File: src/hdl/lscc_pkg.sv
// Shared types and constants for the line sensor calibrate and centroid core.
`timescale 1ns / 1ps

package lscc_pkg;

  localparam int MaxChannels = 16;
  localparam int ChW         = 4;
  localparam int RawW        = 16;
  localparam int ValW        = 10;
  localparam int PosW        = 14;
  localparam int SumW        = 15;
  localparam int WsumW       = 28;
  localparam int NumW        = 26;
  localparam int DivNumW     = 28;
  localparam int DivDenW     = 16;
  localparam int CountW      = 5;

  localparam int FullScale   = 1000;
  localparam int HalfScale   = FullScale / 2;
  localparam int RawTop      = 65535;
  localparam int SumTop      = 32767;
  localparam int PosTop      = 15000;
  localparam int CountReset  = 8;

  localparam int QueueDepth  = 4;
  localparam int QueuePtrW   = $clog2(QueueDepth);

  localparam int CfgIdxW     = 2;
  localparam int CfgDataW    = 5;

  localparam logic [CfgIdxW-1:0] CfgCalibrateMode = CfgIdxW'(0);
  localparam logic [CfgIdxW-1:0] CfgChannelCount  = CfgIdxW'(1);

  typedef struct packed {
    logic [ChW-1:0]  channel;
    logic [RawW-1:0] raw_time;
    logic            last_channel;
  } in_item_t;

  typedef struct packed {
    logic [ValW-1:0] calibrated_value;
    logic [PosW-1:0] position;
    logic            position_valid;
    logic            no_line;
  } out_item_t;

  // One measure item as handed from the front to the back.
  typedef struct packed {
    logic               empty;
    logic [NumW-1:0]    num;
    logic [DivDenW-1:0] den;
    logic [ChW-1:0]     channel;
    logic               last;
  } task_t;

endpackage

File: src/hdl/line_sensor_calibrate_centroid_core.sv
// Top level of the line sensor calibrate and centroid core.
//
//   channel  direction  handshake                 payload
//   in       input      in_valid_i / in_ready_o   in_item_i  (channel, raw_time, last_channel)
//   out      output     out_valid_o / out_ready_i out_item_o (calibrated_value, position,
//                                                             position_valid, no_line)
//   cfg      input      cfg_valid_i / cfg_ready_o cfg_index_i, cfg_data_i
//
// Calibrate item: always accepted, range table updated, no result.
// Measure item: the back end runs the scaling divider plus bookkeeping and takes the next item
// only once the result is taken on out_ready_i; an empty range skips the divider, and a
// frame-closing item adds the position division.
// A four-entry queue lets the front keep taking items while a result waits on out_ready_i.
// Reset sets minima to 65535, maxima and sums to zero, calibrate_mode 0, channel_count 8.
`timescale 1ns / 1ps

module line_sensor_calibrate_centroid_core (
  input  logic                          clk_i,
  input  logic                          rst_ni,
  input  logic                          in_valid_i,
  output logic                          in_ready_o,
  input  lscc_pkg::in_item_t            in_item_i,
  output logic                          out_valid_o,
  input  logic                          out_ready_i,
  output lscc_pkg::out_item_t           out_item_o,
  input  logic                          cfg_valid_i,
  output logic                          cfg_ready_o,
  input  logic [lscc_pkg::CfgIdxW-1:0]  cfg_index_i,
  input  logic [lscc_pkg::CfgDataW-1:0] cfg_data_i
);
  import lscc_pkg::*;

  logic              cal_mode_q;
  logic [CountW-1:0] chan_count_q;
  logic              push, full, pop_valid, pop_ready;
  task_t             push_task, pop_task;

  assign cfg_ready_o = 1'b1;

  always_ff @(posedge clk_i or negedge rst_ni) begin
    if (!rst_ni) begin
      cal_mode_q   <= 1'b0;
      chan_count_q <= CountW'(CountReset);
    end else if (cfg_valid_i) begin
      case (cfg_index_i)
        CfgCalibrateMode: cal_mode_q   <= cfg_data_i[0];
        CfgChannelCount:  chan_count_q <= cfg_data_i[CountW-1:0];
        default:          ;
      endcase
    end
  end

  lscc_front u_front (
    .clk_i       (clk_i),
    .rst_ni      (rst_ni),
    .cal_mode_i  (cal_mode_q),
    .in_valid_i  (in_valid_i),
    .in_ready_o  (in_ready_o),
    .in_item_i   (in_item_i),
    .push_o      (push),
    .push_task_o (push_task),
    .full_i      (full)
  );

  lscc_fifo u_fifo (
    .clk_i       (clk_i),
    .rst_ni      (rst_ni),
    .push_i      (push),
    .push_task_i (push_task),
    .full_o      (full),
    .pop_valid_o (pop_valid),
    .pop_ready_i (pop_ready),
    .pop_task_o  (pop_task)
  );

  lscc_back u_back (
    .clk_i        (clk_i),
    .rst_ni       (rst_ni),
    .chan_count_i (chan_count_q),
    .pop_valid_i  (pop_valid),
    .pop_ready_o  (pop_ready),
    .pop_task_i   (pop_task),
    .out_valid_o  (out_valid_o),
    .out_ready_i  (out_ready_i),
    .out_item_o   (out_item_o)
  );

endmodule

File: src/hdl/lscc_front.sv
// Front end: accepts items, keeps per-channel calibration range, prepares scaling.
`timescale 1ns / 1ps

module lscc_front (
  input  logic               clk_i,
  input  logic               rst_ni,
  input  logic               cal_mode_i,
  input  logic               in_valid_i,
  output logic               in_ready_o,
  input  lscc_pkg::in_item_t in_item_i,
  output logic               push_o,
  output lscc_pkg::task_t    push_task_o,
  input  logic               full_i
);
  import lscc_pkg::*;

  localparam int Depth = 2 ** ChW;

  logic [RawW-1:0] min_q [Depth];
  logic [RawW-1:0] max_q [Depth];
  logic [RawW-1:0] lo, hi, diff;
  logic            accept;

  assign in_ready_o = cal_mode_i | ~full_i;
  assign accept     = in_valid_i & in_ready_o;

  assign lo   = min_q[in_item_i.channel];
  assign hi   = max_q[in_item_i.channel];
  assign diff = in_item_i.raw_time - lo;

  always_comb begin
    push_o                   = accept & ~cal_mode_i;
    push_task_o.empty        = (hi <= lo) | (in_item_i.raw_time <= lo);
    push_task_o.num          = NumW'(diff) * NumW'(FullScale);
    push_task_o.den          = hi - lo;
    push_task_o.channel      = in_item_i.channel;
    push_task_o.last         = in_item_i.last_channel;
  end

  always_ff @(posedge clk_i or negedge rst_ni) begin
    if (!rst_ni) begin
      for (int i = 0; i < Depth; i++) begin
        min_q[i] <= RawW'(RawTop);
        max_q[i] <= '0;
      end
    end else if (accept && cal_mode_i) begin
      if (in_item_i.raw_time < lo) begin
        min_q[in_item_i.channel] <= in_item_i.raw_time;
      end
      if (in_item_i.raw_time > hi) begin
        max_q[in_item_i.channel] <= in_item_i.raw_time;
      end
    end
  end

endmodule

File: src/hdl/lscc_fifo.sv
// Short queue of measure items between front and back.
`timescale 1ns / 1ps

module lscc_fifo (
  input  logic            clk_i,
  input  logic            rst_ni,
  input  logic            push_i,
  input  lscc_pkg::task_t push_task_i,
  output logic            full_o,
  output logic            pop_valid_o,
  input  logic            pop_ready_i,
  output lscc_pkg::task_t pop_task_o
);
  import lscc_pkg::*;

  task_t                entry_q [QueueDepth];
  logic [QueuePtrW-1:0] wr_q, rd_q;
  logic [QueuePtrW:0]   count_q;
  logic                 pop;

  assign full_o      = (count_q == (QueuePtrW+1)'(QueueDepth));
  assign pop_valid_o = (count_q != '0);
  assign pop_task_o  = entry_q[rd_q];
  assign pop         = pop_valid_o & pop_ready_i;

  always_ff @(posedge clk_i) begin
    if (push_i) begin
      entry_q[wr_q] <= push_task_i;
    end
  end

  always_ff @(posedge clk_i or negedge rst_ni) begin
    if (!rst_ni) begin
      wr_q    <= '0;
      rd_q    <= '0;
      count_q <= '0;
    end else begin
      if (push_i) begin
        wr_q <= wr_q + 1'b1;
      end
      if (pop) begin
        rd_q <= rd_q + 1'b1;
      end
      case ({push_i, pop})
        2'b10:   count_q <= count_q + 1'b1;
        2'b01:   count_q <= count_q - 1'b1;
        default: count_q <= count_q;
      endcase
    end
  end

  assert property (@(posedge clk_i) disable iff (!rst_ni) push_i |-> !full_o)
    else $error("push into full queue");
  assert property (@(posedge clk_i) disable iff (!rst_ni)
                   count_q <= (QueuePtrW+1)'(QueueDepth))
    else $error("queue count overflow");
  assert property (@(posedge clk_i) disable iff (!rst_ni)
                   (push_i && !pop) |=> pop_valid_o)
    else $error("pushed item not visible");

endmodule

File: src/hdl/lscc_div.sv
// Restoring divider, one quotient bit per cycle.
`timescale 1ns / 1ps

module lscc_div (
  input  logic                         clk_i,
  input  logic                         rst_ni,
  input  logic                         start_i,
  input  logic [lscc_pkg::DivNumW-1:0] num_i,
  input  logic [lscc_pkg::DivDenW-1:0] den_i,
  output logic                         done_o,
  output logic [lscc_pkg::DivNumW-1:0] quo_o
);
  import lscc_pkg::*;

  localparam int CntW = $clog2(DivNumW);

  logic                busy_q, done_q;
  logic [CntW-1:0]     cnt_q;
  logic [DivDenW-1:0]  rem_q, den_q;
  logic [DivNumW-1:0]  quo_q;
  logic [DivDenW:0]    shifted, diff;
  logic                ge;

  assign shifted = {rem_q, quo_q[DivNumW-1]};
  assign ge      = (shifted >= {1'b0, den_q});
  assign diff    = shifted - {1'b0, den_q};
  assign done_o  = done_q;
  assign quo_o   = quo_q;

  always_ff @(posedge clk_i) begin
    if (start_i) begin
      den_q <= den_i;
      rem_q <= '0;
      quo_q <= num_i;
    end else if (busy_q) begin
      rem_q <= ge ? diff[DivDenW-1:0] : shifted[DivDenW-1:0];
      quo_q <= {quo_q[DivNumW-2:0], ge};
    end
  end

  always_ff @(posedge clk_i or negedge rst_ni) begin
    if (!rst_ni) begin
      busy_q <= 1'b0;
      done_q <= 1'b0;
      cnt_q  <= '0;
    end else begin
      done_q <= 1'b0;
      if (start_i) begin
        busy_q <= 1'b1;
        cnt_q  <= CntW'(DivNumW - 1);
      end else if (busy_q) begin
        cnt_q <= cnt_q - 1'b1;
        if (cnt_q == '0) begin
          busy_q <= 1'b0;
          done_q <= 1'b1;
        end
      end
    end
  end

endmodule

File: src/hdl/lscc_back.sv
// Back end: scaling division, frame accumulation, position and result register.
`timescale 1ns / 1ps

module lscc_back (
  input  logic                        clk_i,
  input  logic                        rst_ni,
  input  logic [lscc_pkg::CountW-1:0] chan_count_i,
  input  logic                        pop_valid_i,
  output logic                        pop_ready_o,
  input  lscc_pkg::task_t             pop_task_i,
  output logic                        out_valid_o,
  input  logic                        out_ready_i,
  output lscc_pkg::out_item_t         out_item_o
);
  import lscc_pkg::*;

  localparam logic [2:0] StIdle  = 3'd0;
  localparam logic [2:0] StScale = 3'd1;
  localparam logic [2:0] StMul   = 3'd2;
  localparam logic [2:0] StAcc   = 3'd3;
  localparam logic [2:0] StPos   = 3'd4;
  localparam logic [2:0] StOut   = 3'd5;

  localparam int VchW = ValW + ChW;
  localparam int WW   = VchW + 10;

  logic [2:0]          state_q, state_d;
  logic [ChW-1:0]      ch_q, ch_d;
  logic                last_q, last_d;
  logic [ValW-1:0]     v_q, v_d;
  logic [VchW-1:0]     vch_q, vch_d;
  logic [SumW-1:0]     vsum_q, vsum_d, vsum_new;
  logic [WsumW-1:0]    wsum_q, wsum_d, wsum_new;
  out_item_t           out_q, out_d;
  logic [SumW:0]       vsum_add;
  logic [WsumW:0]      wsum_add;
  logic [WW-1:0]       w;
  logic [CountW-1:0]   n_clamp;
  logic [PosW-1:0]     midpoint;
  logic                div_start, div_done;
  logic [DivNumW-1:0]  div_num, div_quo;
  logic [DivDenW-1:0]  div_den;

  lscc_div u_div (
    .clk_i   (clk_i),
    .rst_ni  (rst_ni),
    .start_i (div_start),
    .num_i   (div_num),
    .den_i   (div_den),
    .done_o  (div_done),
    .quo_o   (div_quo)
  );

  assign pop_ready_o = (state_q == StIdle);
  assign out_valid_o = (state_q == StOut);
  assign out_item_o  = out_q;

  assign vsum_add = {1'b0, vsum_q} + (SumW+1)'(v_q);
  assign vsum_new = (vsum_add > (SumW+1)'(SumTop)) ? SumW'(SumTop) : vsum_add[SumW-1:0];
  assign w        = WW'(vch_q) * WW'(FullScale);
  assign wsum_add = {1'b0, wsum_q} + (WsumW+1)'(w);
  assign wsum_new = wsum_add[WsumW] ? '1 : wsum_add[WsumW-1:0];

  always_comb begin
    if (chan_count_i == '0) begin
      n_clamp = CountW'(1);
    end else if (chan_count_i > CountW'(MaxChannels)) begin
      n_clamp = CountW'(MaxChannels);
    end else begin
      n_clamp = chan_count_i;
    end
  end
  assign midpoint = PosW'(n_clamp - 1'b1) * PosW'(HalfScale);

  always_comb begin
    state_d   = state_q;
    ch_d      = ch_q;
    last_d    = last_q;
    v_d       = v_q;
    vch_d     = vch_q;
    vsum_d    = vsum_q;
    wsum_d    = wsum_q;
    out_d     = out_q;
    div_start = 1'b0;
    div_num   = DivNumW'(pop_task_i.num);
    div_den   = pop_task_i.den;
    unique case (state_q)
      StIdle: begin
        if (pop_valid_i) begin
          ch_d   = pop_task_i.channel;
          last_d = pop_task_i.last;
          if (pop_task_i.empty) begin
            v_d     = '0;
            state_d = StMul;
          end else begin
            div_start = 1'b1;
            state_d   = StScale;
          end
        end
      end
      StScale: begin
        if (div_done) begin
          v_d = (div_quo > DivNumW'(FullScale)) ? ValW'(FullScale) : div_quo[ValW-1:0];
          state_d = StMul;
        end
      end
      StMul: begin
        vch_d   = VchW'(v_q) * VchW'(ch_q);
        state_d = StAcc;
      end
      StAcc: begin
        out_d.calibrated_value = v_q;
        out_d.position         = '0;
        out_d.position_valid   = last_q;
        out_d.no_line          = 1'b0;
        vsum_d                 = vsum_new;
        wsum_d                 = wsum_new;
        state_d                = StOut;
        if (last_q) begin
          if (vsum_new == '0) begin
            out_d.position = midpoint;
            out_d.no_line  = 1'b1;
            vsum_d         = '0;
            wsum_d         = '0;
          end else begin
            div_start = 1'b1;
            div_num   = wsum_new;
            div_den   = DivDenW'(vsum_new);
            state_d   = StPos;
          end
        end
      end
      StPos: begin
        if (div_done) begin
          out_d.position = (div_quo > DivNumW'(PosTop)) ? PosW'(PosTop) : div_quo[PosW-1:0];
          vsum_d  = '0;
          wsum_d  = '0;
          state_d = StOut;
        end
      end
      StOut: begin
        if (out_ready_i) begin
          state_d = StIdle;
        end
      end
      default: state_d = StIdle;
    endcase
  end

  always_ff @(posedge clk_i) begin
    ch_q   <= ch_d;
    last_q <= last_d;
    v_q    <= v_d;
    vch_q  <= vch_d;
    out_q  <= out_d;
  end

  always_ff @(posedge clk_i or negedge rst_ni) begin
    if (!rst_ni) begin
      state_q <= StIdle;
      vsum_q  <= '0;
      wsum_q  <= '0;
    end else begin
      state_q <= state_d;
      vsum_q  <= vsum_d;
      wsum_q  <= wsum_d;
    end
  end

  assert property (@(posedge clk_i) disable iff (!rst_ni)
                   div_done |-> (state_q == StScale || state_q == StPos))
    else $error("divider result with no waiting state");
  assert property (@(posedge clk_i) disable iff (!rst_ni)
                   (out_valid_o && out_item_o.no_line) |-> out_item_o.position_valid)
    else $error("no_line outside frame close");
  assert property (@(posedge clk_i) disable iff (!rst_ni)
                   out_valid_o |-> (out_item_o.calibrated_value <= ValW'(FullScale)))
    else $error("calibrated value above full scale");

endmodule

File: config.mk
export PLATFORM = sky130hd
export DESIGN_NAME = line_sensor_calibrate_centroid_core
export DESIGN_NICKNAME = d
export VERILOG_FILES = /design/src/hdl/lscc_pkg.sv /design/src/hdl/line_sensor_calibrate_centroid_core.sv /design/src/hdl/lscc_front.sv /design/src/hdl/lscc_fifo.sv /design/src/hdl/lscc_div.sv /design/src/hdl/lscc_back.sv
export SDC_FILE = /design/constraint.sdc
export NUM_CORES = 2
export LEC_CHECK = 0
export ABC_AREA = 1
export BUFFER_PORTS_ARGS = -buffer_cell sky130_fd_sc_hd__buf_2
export CAP_MARGIN = 40
export CORE_MARGIN = 5
export CORE_UTILIZATION = 45
export CTS_BUF_LIST = sky130_fd_sc_hd__clkbuf_2 sky130_fd_sc_hd__clkbuf_4 sky130_fd_sc_hd__clkbuf_8
export DETAILED_ROUTE_END_ITERATION = 6
export GPL_ROUTABILITY_DRIVEN = 1
export PLACE_DENSITY = 0.62
export RECOVER_POWER = 50
export SYNTH_ARGS = -nofsm -noshare
export SYNTH_HDL_FRONTEND = slang
export SYNTH_SLANG_ARGS = --single-unit
export TNS_END_PERCENT = 1
File: constraint.sdc
create_clock -name clk_i -period 14.02 [get_ports clk_i]
set_input_delay 1.402 -clock clk_i [delete_from_list [all_inputs] [get_ports clk_i]]
set_output_delay 1.402 -clock clk_i [all_outputs]
set_load 0.02 [all_outputs]
* Word-level counts from Yosys, hierarchy flattened
Memory sizes are Yosys's and may differ from the RTL's.
Cells that the tools add are included.
** Word-level totals
- Register bits after elaboration :: 693
- Bits in writable memories :: 180
- Output and inout bits :: 29
- Word-level logic and storage cells :: 189
- Memories kept :: 1
** Cells by class
- Add/subtract/negate cells :: 11
- $mul :: 4
- $lt $le $gt $ge :: 11
- Equal/unequal tests :: 14
- Muxes and demuxes :: 66
- Bitwise operators :: 8
- Reduce and logical (&&, ||, !) cells :: 20
** Memory list
- u_fifo.entry_q :: words 4, width 45, read ports 1, clocked after memory_dff 0, wr ports 1, RTL line lscc_fifo.sv:16 : task_t entry_q [QueueDepth];
** Operator list (number)
- 256-bit bitwise mux :: 2
- 28-bit two-way mux :: 9
- 16-bit two-way mux :: 9
- 16-bit binary-select mux with 4-bit select :: 2
- 16-bit demux with 4-bit select :: 1
- 15-bit two-way mux :: 4
- 14-bit two-way mux :: 4
- 28-bit one-hot mux with 2 select lines :: 1
- 16-bit subtractor :: 3
- 10-bit two-way mux :: 4
- 16-bit less-or-equal comparator :: 2
- 15-bit one-hot mux with 2 select lines :: 1
- 28-bit by 24-bit adder with 29-bit output :: 1
- 28-bit by 10-bit greater-than comparator with 1-bit output, second input constant :: 1
- 28-bit by 14-bit greater-than comparator with 1-bit output, second input constant :: 1
- 14-bit one-hot mux with 2 select lines :: 1
- 16-bit by 7-bit multiplier with 23-bit output, second input constant :: 1
- 14-bit by 7-bit multiplier with 21-bit output, second input constant :: 1
- 5-bit two-way mux :: 4
- 10-bit one-hot mux with 2 select lines :: 1
- 3-bit one-hot mux with 6 select lines :: 1
- 17-bit by 16-bit greater-or-equal comparator with 1-bit output :: 1
- 15-bit by 10-bit adder with 16-bit output :: 1
- 16-bit by 15-bit greater-than comparator with 1-bit output, second input constant :: 1
- 37 further kinds :: 77

* Depth between registers and ports, before layout
- Depth in word-level cells :: 8
- Depth in mapped cells :: 35
- Depth with buffers taken out :: 33

* Hierarchy
Synthesis repeated with hierarchy kept, for this count alone.
** Second synthesis, totals
- Cell total of the unflattened synthesis :: 6070
- Area, all modules :: 52609.2 um^2
** Modules (own cells, without submodules)
- lscc_front :: instances 1, cells each 3428, area each 28788.9 um^2
- lscc_back :: instances 1, cells each 1499, area each 11523.6 um^2
- lscc_fifo :: instances 1, cells each 618, area each 8121.5 um^2
- lscc_div :: instances 1, cells each 494, area each 3895.0 um^2
- line_sensor_calibrate_centroid_core :: instances 1, cells each 31, area each 280.3 um^2

* Worst setup path after synthesis
No wires, ideal clock.
- Path kind :: input port to flip-flop
- From :: in in_item_i[18] (netlist bit)
- To :: mem u_fifo.entry_q[0][42] (netlist bit) (data pin)
- Library setup time :: 0.180 ns
- Arrival :: 7.659 ns
- Data required time :: 13.840 ns
- Setup slack :: 6.180 ns
- Cell stages on the path :: 33
- Path buffers :: 3
- Cell sequence :: clkbuf_1 > nor2_1 > clkbuf_1 > clkbuf_1 > a22oi_1 > nand3_1 > nand2_1 > nand4_1 > inv_1 > fa_1 > nand3_1 > and2_1 > inv_1 > a21oi_2 > o21ai_0 > xnor2_1 > inv_1 > fa_1 > inv_1 > fa_1 > inv_1 > fa_1 > inv_1 > fa_1 > inv_1 > ha_1 > nand2_1 > nor2_1 > nand2_1 > o21ai_0 > nand3_1 > o21ai_0 > xor2_1
** RTL lines
- from (decl) :: RTL line line_sensor_calibrate_centroid_core.sv:22 : input lscc_pkg::in_item_t in_item_i,
- to (decl) :: RTL line lscc_fifo.sv:16

==> flow_summary.toml <==
[synth]
yosys_warnings = 0
synth.largest_area_cell = "edfxtp_1"
synth_seq_area_share_pct = 48.5
synth.top_cells.by_area = "edfxtp_1 17%, dfrtp_1 17%, dfstp_2 14%, nand2_1 8.9%, o21ai_0 7.3%"
synth_most_common_cell = "nand2_1"
syn_area_um2 = 48400
netlist_top_cells_count = "1153 x nand2_1, 705 x o21ai_0, 462 x nand3_1, 449 x inv_1, 321 x dfrtp_1"
asyncSetResetFlopFracSynth_pct = 66.2
synth_enable_flop_cells = 279
syn_avg_cell_area_um2 = 9.08
synth_top_area_share_pct = 17.3
syn-instance-count = 5329
synth_ff_type = "dfrtp_1"
synth.lib_cells_used.distinct = 63
postSynthNetCount = 5747
postSynthRegisterBits = 873

[job]
maxCapViolCount = 12

[layout]
utilization_pct = 50.1
final_net_count = 5741
post-route-cell-area_um2 = 53500
layout-drive-gt1-share_pct = 12.5
layout-area-overhead-vs-synth_pct = 10.6

[sta]
final-hold-violation-count = 0
hold_slack_ns = 0.475
timing.final.setup_violations = 0
worst_clock_skew_ns = 0.0691
max_freq_mhz = 90.7
rsz0062_at_grt = "no"
timing.slew.headroom_pct = -192
tns_ns = 0
report.final.slew_viol_count = 740
min_period_over_period_pct = 78.7
tightest_slew_ns = 4.38
period_minus_slack_ns = 11.03

[worst_setup_path]
end_kind = "flip-flop"
critPathMostFrequentCell = "inv_1"
crit_slowest_cell = "clkbuf_1"
crit_path_max_fanout = 99
critPathMaxStageDelay_ns = 2.41
crit_path_start_kind = "input pin"
crit_arrival_ns = 11.66
class_of_the_most_critical_setup_path = "in2reg"
cp_data_required_time_ns = 14.65

[drt]
route.detailed.wl_per_inst_um = 19.4
drt_iter0_drc = 3254
drt-total-wl_um = 133000
drcViolationCount = 0
ant_nets = 0
drt_pre_antenna_iters = 6
vias_per_cell = 5.51
routed-via-count = 37736

[clock_tree]
htree_levels = 4
clk-insertion-delay-late_ns = 0.88
clock_transition_at_path_regs_ns = 0.06
post_cts.resized_instances = 0
cts_num_sinks = 873
post_cts_hold_buffer_count = 0
cts-buffers-inserted = 151
tritoncts = "built"
cts-root-to-sink-buffers = 3
postCtsSetupRepairBufs = 0
cts_root_buf = "clkbuf_8"

[floorplan]
io_pins = 62
floorplan.die.height_um = 338
die_width_um = 338
core.rowCount = 120
floorplan.die_area_um2 = 114000
initial_standard_cell_utilization_of_the_core_pct = 45.3
core_area_um2 = 107000

[global_route]
pin_count_of_the_biggest_net_entering_global_routing = 190
antenna_found_initial = 3
first_global_vias = 36697
global_route_wire_length_before_repair_um = 210000
grt.overflow.total = 0
track_usage_pct = 23.3

[placement]
gp_congestion = 0.897
port-buffer-count = 60
placed_area_um2 = 50400
dpl.hpwl_um = 89100

[power_and_ir_drop]
power.share.combinational_pct = 50.0
ir_worst_vdd_mv = 0.586
p_per_area_nw_per_um2 = 278
power_frac_clock_pct = 16.9
total_leakage_power_nw = 23.1
power.switching_mw = 6.18
power_switching_share_pct = 41.5
power.share.sequential_pct = 33.1
internal_power_consumption_mw = 8.71

[status]
failed_checks = "capacitance limit, slew limit"
status = "finished, violations left"

[worst_hold_path]
hold_path_class = "reg2reg"
## sequential cells by signal, summed over array words and instances (netlist names), 4 cells and up
| name | cells |
|---|---|
| u_back.v_q | 10 |
| u_back.u_div.quo_o | 28 |
| u_back.u_div.rem_q | 16 |
| u_back.wsum_q | 28 |
| u_back.out_item_o | 26 |
| u_front.max_q | 256 |
| u_back.u_div.den_q | 16 |
| u_back.ch_q | 4 |
| chan_count_q | 5 |
| u_fifo.entry_q | 180 |
| u_back.vsum_q | 15 |
| u_front.min_q | 256 |
| u_back.vch_q | 14 |
| u_back.u_div.cnt_q | 5 |
## through the flow
| stage | std cells | power, mW | setup slack, ns |
|---|---|---|---|
| CTS | 6847 | 15.0 | 4.90 |
| detailed placement | 6573 | 12.4 | 3.96 |
| floorplan | 5329 | 10.4 | 6.18 |
| global placement | 6544 | 12.2 | 4.08 |
| global route | 6852 | 16.2 | 2.24 |
| finish | 6854 | 14.9 | 2.99 |
## critical path: cells and delay by family
| family | cells | cell delay (ns) |
|---|---|---|
| buf+inv | 10 | 4.69 |
| fa+ha+maj | 6 | 2.70 |
| compound gates | 5 | 1.23 |
| simple gates | 7 | 0.94 |
| xor+xnor | 2 | 0.56 |
## power by group through the flow
stage,clock [mW],combinational [mW],sequential [mW]
4_1_cts,2.57,7.49,4.92
3_5_place_dp,0,7.46,4.96
5_1_grt,2.68,8.56,4.98
3_3_place_gp,0,7.28,4.95
2_1_floorplan,0,5.55,4.89
6_report,2.51,7.45,4.93
## final timing paths
path / cells past startpoint / end / slack, ns / start
max: 30 / u_fifo.entry_q[3][42] / 2.99 / in_item_i[18]
min: 2 / u_front.min_q[178] / 0.48 / u_front.min_q[178]
max reg2reg: 25 / u_back.u_div.quo_o[17] / 6.62 / u_back.vch_q[1]
min reg2reg: 2 / u_front.min_q[178] / 0.48 / u_front.min_q[178]
max in group asynchronous: 3 / u_front.max_q[41] / 5.71 / rst_ni
min in group asynchronous: 1 / chan_count_q[4] / 2.05 / rst_ni
## metal layers
layer,routed length (um),GRT usage (%),up-vias
li1,-,-,18097
met1,58800,31.7,18328
met2,62600,38.4,1083
met3,7570,3.49,226
met4,4310,7.99,2
met5,12,0,-
## cells by family (layout without fill, tap and decap cells)
group	after synthesis	count (layout)	share of synthesized area (%)
and+or+nand+nor	1976	1976	17.2
buffers and inverters	768	883	6.07
muxes	3	3	0.0672
DFF	873	873	48.5
xor gates and xnor gates	115	115	2.08
other	1	8	0.00775
adders and majority gates	385	385	12.1
AOI/OAI and AO/OA	1208	1208	13.9
## cell type report
cell class / instances / area [um2]
well taps: 1403 / 1760
clock inverters: 37 / 412
inverters: 460 / 1730
clock buffers: 237 / 2870
diodes: 7 / 17.5
multi-input cells: 3688 / 22000
repair buffers: 149 / 1270
fillers: 10075 / 53400
flip-flops and latches: 873 / 23500
## cells in the final DEF, fill, tap and decap left out, types with 7 or more instances in the layout
| master | Yosys | routed |
|---|---|---|
| nand4_1 | 45 | 45 |
| clkbuf_8 | 0 | 176 |
| fa_1 | 137 | 137 |
| buf_4 | 3 | 48 |
| dfstp_2 | 257 | 257 |
| o211ai_1 | 10 | 10 |
| inv_1 | 449 | 449 |
| nand3_1 | 462 | 463 |
| nor3_1 | 22 | 22 |
| nor4_1 | 22 | 22 |
| a22oi_1 | 129 | 129 |
| xor2_1 | 76 | 76 |
| o21bai_1 | 10 | 10 |
| a31oi_1 | 68 | 68 |
| nand2_1 | 1153 | 1152 |
| o22ai_1 | 46 | 46 |
| nor2_4 | 1 | 7 |
| nor2_1 | 230 | 226 |
| a21o_1 | 9 | 9 |
| buf_16 | 0 | 15 |
| clkinv_1 | 6 | 14 |
| xnor2_1 | 39 | 39 |
| edfxtp_1 | 279 | 279 |
| buf_8 | 0 | 8 |
| clkinv_2 | 0 | 11 |
| a21oi_1 | 188 | 188 |
| o21ai_0 | 705 | 706 |
| dfrtp_1 | 321 | 321 |
| or2_2 | 17 | 17 |
| clkbuf_4 | 0 | 62 |
| clkbuf_1 | 283 | 45 |
| ha_1 | 248 | 248 |
| dfxtp_1 | 16 | 16 |
| diode_2 | 0 | 7 |
| buf_2 | 10 | 28 |
(Power assumes the default switching activity.)
